==> config.mk <==
export PLATFORM = sky130hd
export DESIGN_NAME = rc_discharge_time_sequencer_core_flat
export DESIGN_NICKNAME = d
export VERILOG_FILES = /design/src/rtl/rdts_pkg.sv /design/src/rtl/rdts_if.sv /design/src/rtl/rdts_cfg_regs.sv /design/src/rtl/rdts_seq.sv /design/src/rtl/rdts_out_stage.sv /design/src/rtl/rc_discharge_time_sequencer_core.sv /design/src/flat_wrapper.sv
export SDC_FILE = /design/constraint.sdc
export NUM_CORES = 1
export LEC_CHECK = 0
export ABC_AREA = 0
export BUFFER_PORTS_ARGS = -buffer_cell sky130_fd_sc_hd__buf_2
export CAP_MARGIN = 5
export CELL_PAD_IN_SITES_DETAIL_PLACEMENT = 1
export CELL_PAD_IN_SITES_GLOBAL_PLACEMENT = 2
export CORE_MARGIN = 1.5
export CORE_UTILIZATION = 35
export DETAILED_ROUTE_END_ITERATION = 8
export PLACE_DENSITY = 0.85
export SLEW_MARGIN = 20
export SYNTH_ARGS = -nofsm -noshare
export SYNTH_HDL_FRONTEND = slang
export SYNTH_SLANG_ARGS = --single-unit
==> constraint.sdc <==
create_clock -name clk -period 5.65 [get_ports clk]
set_input_delay 1.4125 -clock clk [delete_from_list [all_inputs] [get_ports clk]]
set_output_delay 1.4125 -clock clk [all_outputs]
set_load 0.01 [all_outputs]
==> src/rtl/rdts_pkg.sv <==
// ----------------------------------------------------------------------------
// rdts_pkg
// shared types and constants of the rc discharge time sequencer
// ----------------------------------------------------------------------------
package rdts_pkg;

  localparam int COUNT_WIDTH = 24;
  localparam int SHIFT_W     = 4;
  localparam int MAX_SHIFT   = 8;
  localparam int ROUND_W     = MAX_SHIFT + 1;
  localparam int SUM_W       = 32;
  localparam int INDEX_W     = 2;
  localparam int PIN_W       = 2;
  localparam int PHASE_W     = 3;

  localparam logic [PHASE_W-1:0] PH_IDLE    = 3'd0;
  localparam logic [PHASE_W-1:0] PH_CHG_POS = 3'd1;
  localparam logic [PHASE_W-1:0] PH_DISCH   = 3'd2;
  localparam logic [PHASE_W-1:0] PH_CHG_NEG = 3'd3;
  localparam logic [PHASE_W-1:0] PH_BAL     = 3'd4;

  localparam logic [PIN_W-1:0] PIN_HIZ  = 2'd0;
  localparam logic [PIN_W-1:0] PIN_LOW  = 2'd1;
  localparam logic [PIN_W-1:0] PIN_HIGH = 2'd2;

  localparam logic [INDEX_W-1:0] REG_CHARGE  = 2'd0;
  localparam logic [INDEX_W-1:0] REG_TIMEOUT = 2'd1;
  localparam logic [INDEX_W-1:0] REG_SHIFT   = 2'd2;

  localparam logic [COUNT_WIDTH-1:0] CHARGE_RST  = 24'd6400;
  localparam logic [COUNT_WIDTH-1:0] TIMEOUT_RST = 24'd160000;
  localparam logic [SHIFT_W-1:0]     SHIFT_RST   = 4'd4;

  typedef struct packed {
    logic [COUNT_WIDTH-1:0] charge_ticks;
    logic [COUNT_WIDTH-1:0] timeout_ticks;
    logic [SHIFT_W-1:0]     sample_shift;
  } cfg_t;

  typedef struct packed {
    logic [PIN_W-1:0]       cap_pos_drive;
    logic [PIN_W-1:0]       cap_neg_drive;
    logic [PIN_W-1:0]       probe_drive;
    logic                   busy_res;
    logic                   done_res;
    logic [COUNT_WIDTH-1:0] average;
  } res_t;

endpackage

==> src/rtl/rdts_if.sv <==
// ----------------------------------------------------------------------------
// rdts channel interfaces
// tick input, result output and register write channels
// ----------------------------------------------------------------------------
interface rdts_in_if;
  logic valid;
  logic ready;
  logic start_req;
  logic cap_level;
  modport source (output valid, output start_req, output cap_level, input ready);
  modport sink   (input valid, input start_req, input cap_level, output ready);
endinterface

interface rdts_out_if;
  logic                                  valid;
  logic                                  ready;
  logic [rdts_pkg::PIN_W-1:0]            cap_pos_drive;
  logic [rdts_pkg::PIN_W-1:0]            cap_neg_drive;
  logic [rdts_pkg::PIN_W-1:0]            probe_drive;
  logic                                  busy_res;
  logic                                  done_res;
  logic [rdts_pkg::COUNT_WIDTH-1:0]      average;
  modport source (output valid, output cap_pos_drive, output cap_neg_drive,
                  output probe_drive, output busy_res, output done_res,
                  output average, input ready);
  modport sink   (input valid, input cap_pos_drive, input cap_neg_drive,
                  input probe_drive, input busy_res, input done_res,
                  input average, output ready);
endinterface

interface rdts_cfg_if;
  logic                             valid;
  logic                             ready;
  logic [rdts_pkg::INDEX_W-1:0]     index;
  logic [rdts_pkg::COUNT_WIDTH-1:0] data;
  modport source (output valid, output index, output data, input ready);
  modport sink   (input valid, input index, input data, output ready);
endinterface

==> src/rtl/rdts_cfg_regs.sv <==
// ----------------------------------------------------------------------------
// rdts_cfg_regs
// configuration register file written through the register channel
// ----------------------------------------------------------------------------
module rdts_cfg_regs (
  input  logic                 clk,
  input  logic                 rst,
  rdts_cfg_if.sink             cfg,
  output rdts_pkg::cfg_t       regs
);

  assign cfg.ready = 1'b1;

  always_ff @(posedge clk) begin
    if (rst) begin
      regs.charge_ticks  <= rdts_pkg::CHARGE_RST;
      regs.timeout_ticks <= rdts_pkg::TIMEOUT_RST;
      regs.sample_shift  <= rdts_pkg::SHIFT_RST;
    end else if (cfg.valid) begin
      case (cfg.index)
        rdts_pkg::REG_CHARGE:  regs.charge_ticks  <= cfg.data;
        rdts_pkg::REG_TIMEOUT: regs.timeout_ticks <= cfg.data;
        rdts_pkg::REG_SHIFT:   regs.sample_shift  <= cfg.data[rdts_pkg::SHIFT_W-1:0];
        default: ;
      endcase
    end
  end

endmodule

==> src/rtl/rdts_seq.sv <==
// ----------------------------------------------------------------------------
// rdts_seq
// round and stage sequencer: state registers and per-tick result logic
// ----------------------------------------------------------------------------
module rdts_seq (
  input  logic                 clk,
  input  logic                 rst,
  input  rdts_pkg::cfg_t       regs,
  input  logic                 accept,
  input  logic                 start_req,
  input  logic                 cap_level,
  output rdts_pkg::res_t       res
);

  localparam int CW = rdts_pkg::COUNT_WIDTH;
  localparam int RW = rdts_pkg::ROUND_W;
  localparam int SW = rdts_pkg::SUM_W;

  logic [rdts_pkg::PHASE_W-1:0] phase, phase_next, ph_w;
  logic [CW-1:0]                stage_ticks, stage_ticks_next;
  logic [CW-1:0]                measured_ticks, measured_ticks_next, meas_w;
  logic [RW-1:0]                round_count, round_count_next, round_w;
  logic [SW-1:0]                tick_sum, tick_sum_next, sum_w;
  logic                         prev_level;
  logic [CW-1:0]                last_average, last_average_next;

  logic [CW:0]                  next_cnt;
  logic                         fall;
  logic [rdts_pkg::SHIFT_W-1:0] sh_eff;
  logic [SW:0]                  sum_add;
  logic [CW-1:0]                bal_len;
  logic [RW-1:0]                round_inc, round_lim;

  always_comb begin
    sh_eff = (regs.sample_shift > rdts_pkg::SHIFT_W'(rdts_pkg::MAX_SHIFT))
             ? rdts_pkg::SHIFT_W'(rdts_pkg::MAX_SHIFT) : regs.sample_shift;
    fall   = prev_level & ~cap_level;

    // start in idle resets the burst and counts this tick as the first
    ph_w     = phase;
    meas_w   = measured_ticks;
    round_w  = round_count;
    sum_w    = tick_sum;
    next_cnt = {1'b0, stage_ticks} + (CW+1)'(1);
    if (phase == rdts_pkg::PH_IDLE && start_req) begin
      ph_w     = rdts_pkg::PH_CHG_POS;
      meas_w   = '0;
      round_w  = '0;
      sum_w    = '0;
      next_cnt = (CW+1)'(1);
    end

    sum_add   = {1'b0, sum_w} + (SW+1)'(next_cnt);
    bal_len   = (meas_w != '0) ? meas_w : regs.timeout_ticks;
    round_inc = round_w + RW'(1);
    round_lim = RW'(1) << sh_eff;

    phase_next          = ph_w;
    stage_ticks_next    = next_cnt[CW-1:0];
    measured_ticks_next = meas_w;
    round_count_next    = round_w;
    tick_sum_next       = sum_w;
    last_average_next   = last_average;

    res.cap_pos_drive = rdts_pkg::PIN_HIZ;
    res.cap_neg_drive = rdts_pkg::PIN_HIZ;
    res.probe_drive   = rdts_pkg::PIN_HIZ;
    res.busy_res      = 1'b1;
    res.done_res      = 1'b0;

    case (ph_w)
      rdts_pkg::PH_CHG_POS: begin
        res.cap_pos_drive = rdts_pkg::PIN_HIGH;
        res.cap_neg_drive = rdts_pkg::PIN_LOW;
        if (next_cnt >= {1'b0, regs.charge_ticks}) begin
          phase_next       = rdts_pkg::PH_DISCH;
          stage_ticks_next = '0;
        end
      end
      rdts_pkg::PH_DISCH: begin
        res.cap_neg_drive = rdts_pkg::PIN_LOW;
        res.probe_drive   = rdts_pkg::PIN_LOW;
        if (next_cnt > {1'b0, regs.timeout_ticks}) begin
          measured_ticks_next = '0;
          phase_next          = rdts_pkg::PH_CHG_NEG;
          stage_ticks_next    = '0;
        end else if (fall) begin
          measured_ticks_next = next_cnt[CW-1:0];
          tick_sum_next       = sum_add[SW] ? '1 : sum_add[SW-1:0];
          phase_next          = rdts_pkg::PH_CHG_NEG;
          stage_ticks_next    = '0;
        end
      end
      rdts_pkg::PH_CHG_NEG: begin
        res.cap_pos_drive = rdts_pkg::PIN_LOW;
        res.cap_neg_drive = rdts_pkg::PIN_HIGH;
        if (next_cnt >= {1'b0, regs.charge_ticks}) begin
          phase_next       = rdts_pkg::PH_BAL;
          stage_ticks_next = '0;
        end
      end
      rdts_pkg::PH_BAL: begin
        res.cap_neg_drive = rdts_pkg::PIN_HIGH;
        res.probe_drive   = rdts_pkg::PIN_HIGH;
        if (next_cnt >= {1'b0, bal_len}) begin
          stage_ticks_next = '0;
          round_count_next = round_inc;
          if (round_inc >= round_lim) begin
            last_average_next = CW'(sum_w >> sh_eff);
            res.done_res      = 1'b1;
            phase_next        = rdts_pkg::PH_IDLE;
          end else begin
            phase_next = rdts_pkg::PH_CHG_POS;
          end
        end
      end
      default: begin
        res.busy_res     = 1'b0;
        phase_next       = rdts_pkg::PH_IDLE;
        stage_ticks_next = '0;
      end
    endcase

    res.average = last_average_next;
  end

  always_ff @(posedge clk) begin
    if (rst) begin
      phase          <= rdts_pkg::PH_IDLE;
      stage_ticks    <= '0;
      measured_ticks <= '0;
      round_count    <= '0;
      tick_sum       <= '0;
      prev_level     <= 1'b0;
      last_average   <= '0;
    end else if (accept) begin
      phase          <= phase_next;
      stage_ticks    <= stage_ticks_next;
      measured_ticks <= measured_ticks_next;
      round_count    <= round_count_next;
      tick_sum       <= tick_sum_next;
      prev_level     <= cap_level;
      last_average   <= last_average_next;
    end
  end

endmodule

==> src/rtl/rdts_out_stage.sv <==
// ----------------------------------------------------------------------------
// rdts_out_stage
// result register with valid and backpressure toward the tick input
// ----------------------------------------------------------------------------
module rdts_out_stage (
  input  logic                 clk,
  input  logic                 rst,
  input  logic                 load,
  input  rdts_pkg::res_t       res,
  output logic                 room,
  rdts_out_if.source           result
);

  logic           valid;
  rdts_pkg::res_t data;

  assign room = ~valid | result.ready;

  always_ff @(posedge clk) begin
    if (rst) begin
      valid <= 1'b0;
    end else if (load) begin
      valid <= 1'b1;
    end else if (result.ready) begin
      valid <= 1'b0;
    end
  end

  always_ff @(posedge clk) begin
    if (load) begin
      data <= res;
    end
  end

  assign result.valid         = valid;
  assign result.cap_pos_drive = data.cap_pos_drive;
  assign result.cap_neg_drive = data.cap_neg_drive;
  assign result.probe_drive   = data.probe_drive;
  assign result.busy_res      = data.busy_res;
  assign result.done_res      = data.done_res;
  assign result.average       = data.average;

endmodule

==> src/rtl/rc_discharge_time_sequencer_core.sv <==
// ----------------------------------------------------------------------------
// rc_discharge_time_sequencer_core
// rc discharge time sequencer: pin drive pattern and averaged edge count
// ----------------------------------------------------------------------------
// result: the result of a tick is registered and valid in the cycle after its transfer
// throughput: one tick per cycle while results are taken, set by the single result register
// the next tick is taken while a result waits if the sink takes it that cycle
// reset: synchronous, clears sequencer state, registers to defaults, no result
// ----------------------------------------------------------------------------
module rc_discharge_time_sequencer_core (
  input  logic       clk,
  input  logic       rst,
  rdts_in_if.sink    item,
  rdts_out_if.source result,
  rdts_cfg_if.sink   cfg
);

  rdts_pkg::cfg_t regs;
  rdts_pkg::res_t res;
  logic           room;
  logic           accept;

  assign item.ready = room;
  assign accept     = item.valid & room;

  rdts_cfg_regs u_cfg (
    .clk  (clk),
    .rst  (rst),
    .cfg  (cfg),
    .regs (regs)
  );

  rdts_seq u_seq (
    .clk       (clk),
    .rst       (rst),
    .regs      (regs),
    .accept    (accept),
    .start_req (item.start_req),
    .cap_level (item.cap_level),
    .res       (res)
  );

  rdts_out_stage u_out (
    .clk    (clk),
    .rst    (rst),
    .load   (accept),
    .res    (res),
    .room   (room),
    .result (result)
  );

endmodule

==> src/flat_wrapper.sv <==
// flat-port wrapper written by rule: the top's interface ports become plain ports
module rc_discharge_time_sequencer_core_flat 
  (clk, rst, item_valid, item_start_req, item_cap_level, item_ready, result_valid, result_cap_pos_drive, result_cap_neg_drive, result_probe_drive, result_busy_res, result_done_res, result_average, result_ready, cfg_valid, cfg_index, cfg_data, cfg_ready);
  rdts_in_if item_i ();
  rdts_out_if result_i ();
  rdts_cfg_if cfg_i ();
  input  logic clk;
  input  logic rst;
  input wire logic [$bits(item_i.valid)-1:0] item_valid;
  input wire logic [$bits(item_i.start_req)-1:0] item_start_req;
  input wire logic [$bits(item_i.cap_level)-1:0] item_cap_level;
  output wire logic [$bits(item_i.ready)-1:0] item_ready;
  output wire logic [$bits(result_i.valid)-1:0] result_valid;
  output wire logic [$bits(result_i.cap_pos_drive)-1:0] result_cap_pos_drive;
  output wire logic [$bits(result_i.cap_neg_drive)-1:0] result_cap_neg_drive;
  output wire logic [$bits(result_i.probe_drive)-1:0] result_probe_drive;
  output wire logic [$bits(result_i.busy_res)-1:0] result_busy_res;
  output wire logic [$bits(result_i.done_res)-1:0] result_done_res;
  output wire logic [$bits(result_i.average)-1:0] result_average;
  input wire logic [$bits(result_i.ready)-1:0] result_ready;
  input wire logic [$bits(cfg_i.valid)-1:0] cfg_valid;
  input wire logic [$bits(cfg_i.index)-1:0] cfg_index;
  input wire logic [$bits(cfg_i.data)-1:0] cfg_data;
  output wire logic [$bits(cfg_i.ready)-1:0] cfg_ready;
  assign item_i.valid = item_valid;
  assign item_i.start_req = item_start_req;
  assign item_i.cap_level = item_cap_level;
  assign item_ready = item_i.ready;
  assign result_valid = result_i.valid;
  assign result_cap_pos_drive = result_i.cap_pos_drive;
  assign result_cap_neg_drive = result_i.cap_neg_drive;
  assign result_probe_drive = result_i.probe_drive;
  assign result_busy_res = result_i.busy_res;
  assign result_done_res = result_i.done_res;
  assign result_average = result_i.average;
  assign result_i.ready = result_ready;
  assign cfg_i.valid = cfg_valid;
  assign cfg_i.index = cfg_index;
  assign cfg_i.data = cfg_data;
  assign cfg_ready = cfg_i.ready;
  rc_discharge_time_sequencer_core u_core (.clk(clk), .rst(rst), .item(item_i), .result(result_i), .cfg(cfg_i));
endmodule
==> results_dict.tcl <==
set metrics [dict create \
    dr_wl_met2_mm 21.1 \
    cp_max_fo 24 \
    synth_top_area_cell "dfxtp_1" \
    rrSetupSlack_ns 0.86 \
    antenna_found_initial 0 \
    whs_path_depth 2 \
    area_growth_pct 14.2 \
    max-vdd-ir-drop_mv 0.201 \
    seq_power_share_pct 44.4 \
    drv_slew 0 \
    leakage_nw 6.35 \
    ys_types 82 \
    yosys.area_share.adder_pct 10.2 \
    post-dp-hpwl_mm 34.9 \
    final_cell_area_um2 15400 \
    cts_resized 0 \
    num_vias 12600 \
    switching_share_pct 25.8 \
    initial_core_util_pct 35.7 \
    cts_buffer_depth 3 \
    setup_slack_ns 0.665 \
    synthesis.area_um2 13500 \
    yosysWarnings 0 \
    dp.cells 2166 \
    synth_top_family_by_area "compound AO/OA/AOI/OAI gates" \
    worstPathArrival_ns 5.46 \
    setup_viol_count_final 0 \
    timing.rr.end "u_core.u_seq.tick_sum[25]$_SDFFE_PP0P_" \
    gp_congestion 0.889 \
    die_x_um 199 \
    cts_tree "built" \
    synthArstFlopShare_pct 0 \
    stdcell_count 2211 \
    synth_flop_cell "dfxtp_1" \
    pwr_density_cell_nw_per_um2 220 \
    ant_nets 0 \
    first_global_vias 12800 \
    r2r_cells 15 \
    hp-class "flop to flop" \
    hold_buffers 0 \
    hold_viol 0 \
    hold_start "u_core.u_cfg.regs[51]$_SDFFE_PP0P_" \
    relSlewSlack_pct 27.8 \
    status "completed" \
    setup.worst_path.class "primary input to flop" \
    synth_fp_nets 1760 \
    design.die.area_um2 39800 \
    rsz0062_at_grt "no" \
    drive_gt1_share_pct 14.2 \
    syn_inst 1618 \
    yosys.area.top_type_share_pct 25.2 \
    avgSynthCellArea_um2 8.34 \
    wl_per_cell_um 20.6 \
    grt_max_degree 62 \
    synth_mux_area_share_pct 6.56 \
    cap_violations 0 \
    setup_tns_ns 0 \
    fin_skew_ns 0.0267 \
    nFillCells 4511 \
    initialDrtViolationCount 671 \
    cts_root_buffer "clkbuf_16" \
    fmax_mhz 201 \
    overflow 0 \
    port_buffers 66 \
    r2r-start "u_core.u_seq.stage_ticks[0]$_SDFFE_PP0P_" \
    synth-seq-cells 202 \
    routed.top_layer "met4" \
    postCtsSetupBuffers 0 \
    diodes 0 \
    worstPathRequired_ns 6.12 \
    io_pins 68 \
    cp-start-kind "primary input" \
    clock_latency_ns 0.55 \
    die_y_um 199 \
    worstMarginPinSlew_ns 1.08 \
    grt_usage_pct 22.9 \
    synth-xor-area-share_pct 3.18 \
    rows 71 \
    drtPass1Iterations 5 \
    power.internal_w 0.00252 \
    htree_levels 1 \
    drt-total-wl_mm 45.5 \
    fin_nets 1824 \
    yosys.area_share.simple_pct 18.2 \
    drt-met1-wl_mm 21.0 \
    path_clk_slew_ns 0.06 \
    synth_compound_area_share_pct 23.6 \
    drc 0 \
    core_um2 37800 \
    yosysSeqAreaShare_pct 32.3 \
    synth_area_leaders "dfxtp_1, ha_1, edfxtp_1, nand2_1, a21oi_1" \
    grt_pass1_wl_mm 71.6 \
    p_clk_share_pct 47.0 \
    final.min_clock_period_ns 4.98 \
    cts.sinks 202 \
    cts_buffers 25 \
    synth_top_cells_by_count "nand2_1, dfxtp_1, a21oi_1, nor2_1, ha_1" \
    whs_endpoint "u_core.u_cfg.regs[51]$_SDFFE_PP0P_" \
    pre_cts_slack_ns 0.0215 \
    power_frac_comb_pct 8.6 \
    crit_path_end_kind "flop" \
    wl_met3_mm 1.92 \
    p_sw_w 0.000876 \
    synth.most_common_cell "nand2_1" \
    place_area_um2 14600 \
    period_share_pct 88.2 \
    via_per_inst 5.72 \
    synth_edf_count 32 \
]
[worst max-delay path by stage]
stage / depth (start not counted) / end / slack, ns / start
2_1_floorplan: 19 / u_core.u_out.result.average[19]$_DFFE_PP_ / 0.03 / item_start_req
3_3_place_gp: 16 / u_core.u_out.result.average[5]$_DFFE_PP_ / 0.13 / item_start_req
3_5_place_dp: 15 / u_core.u_out.result.average[5]$_DFFE_PP_ / 0.02 / item_start_req
4_1_cts: 17 / u_core.u_out.result.average[5]$_DFFE_PP_ / 0.53 / u_core.u_seq.stage_ticks[5]$_SDFFE_PP0P_
5_1_grt: 15 / u_core.u_seq.tick_sum[11]$_SDFFE_PP0P_ / 0.45 / item_start_req
6_report: 15 / u_core.u_seq.stage_ticks[5]$_SDFFE_PP0P_ / 0.67 / item_start_req
[sequential cells by signal (all words and copies together), names as in the netlist]
register                           flops
u_core.u_cfg.regs                     52
u_core.u_seq.tick_sum                 32
u_core.u_out.result.average           24
u_core.u_seq.last_average             24
u_core.u_seq.measured_ticks           24
u_core.u_seq.stage_ticks              24
u_core.u_seq.round_count               9
u_core.u_seq.phase                     3
u_core.u_out.result.cap_neg_drive      2
u_core.u_out.result.cap_pos_drive      2
u_core.u_out.result.probe_drive        2
u_core.u_out.result.busy_res           1
u_core.u_out.result.done_res           1
u_core.u_out.result.valid              1
u_core.u_seq.prev_level                1
[critical path, stage by stage]
cell and delay, ns:
buf_2 0.11, nor4b_2 0.15, buf_4 0.21, buf_4 0.18, nor2_1 0.50, ha_1 0.37
a211oi_1 0.26, o221ai_1 0.26, a211o_1 0.37, o311a_1 0.31, a2111o_1 0.50, o32a_1 0.33
o21ai_2 0.10, buf_12 0.21, a22o_1 0.14
[logic make-up (layout without fill, tap and decap cells)]
group	after synthesis	in the layout
muxes	59	59
AOI/OAI and AO/OA	482	482
xor gates and xnor gates	49	49
buffers and inverters	192	274
adders and majority gates	109	109
DFF	202	202
and+or+nand+nor	524	524
other	1	1
[metal layers]
| layer | vias up | track usage (%) |
|---|---|---|
| met2 | 225 | 38.3 |
| met5 | - | 0 |
| met1 | 6272 | 30.2 |
| met3 | 91 | 3.02 |
| met4 | 0 | 7.96 |
| li1 | 6053 | - |
[final cells by class]
class | instances | area, um2 | area share [%]
clock buffers | 35 | 693 | 4.49
clock inverters | 10 | 105 | 0.681
inverters | 92 | 345 | 2.24
multi-input cells | 1224 | 8370 | 54.3
flip-flops and latches | 202 | 4360 | 28.3
well taps | 511 | 639 | 4.15
repair buffers | 137 | 901 | 5.84
[metrics by stage]
stage / power, W / utilization (%) / hold slack (ns)
global route: 0.00352 / 40.8 / 0.477
floorplan: 0.00172 / - / 0.428
finish: 0.00340 / 40.8 / 0.454
global placement: 0.00182 / 38.6 / 0.439
CTS: 0.00343 / 40.7 / 0.458
detailed placement: 0.00183 / 38.6 / 0.449
[cells in the final DEF (no fill, tap or decap), drive strengths merged, types with 27 or more instances in the layout]
cell,synthesis,final
inv,90,92
a21oi,129,129
nand3,49,49
nand2,221,221
edfxtp,32,32
nor2,114,114
dfxtp,170,170
a22o,48,48
o21ai,107,107
ha,108,108
buf,33,137
xor2,33,33
a22oi,27,27
clkbuf,67,35
[power groups by stage]
stage | clock (W) | sequential [W] | combinational, W
after floorplan | 0 | 0.00154 | 0.000178
after global placement | 0 | 0.00154 | 0.000285
after global routing | 0.00168 | 0.00151 | 0.000322
final | 0.00160 | 0.00151 | 0.000293
after CTS | 0.00163 | 0.00151 | 0.000295
after detailed placement | 0 | 0.00154 | 0.000294
Note: power is estimated with default switching activity, not from simulation.
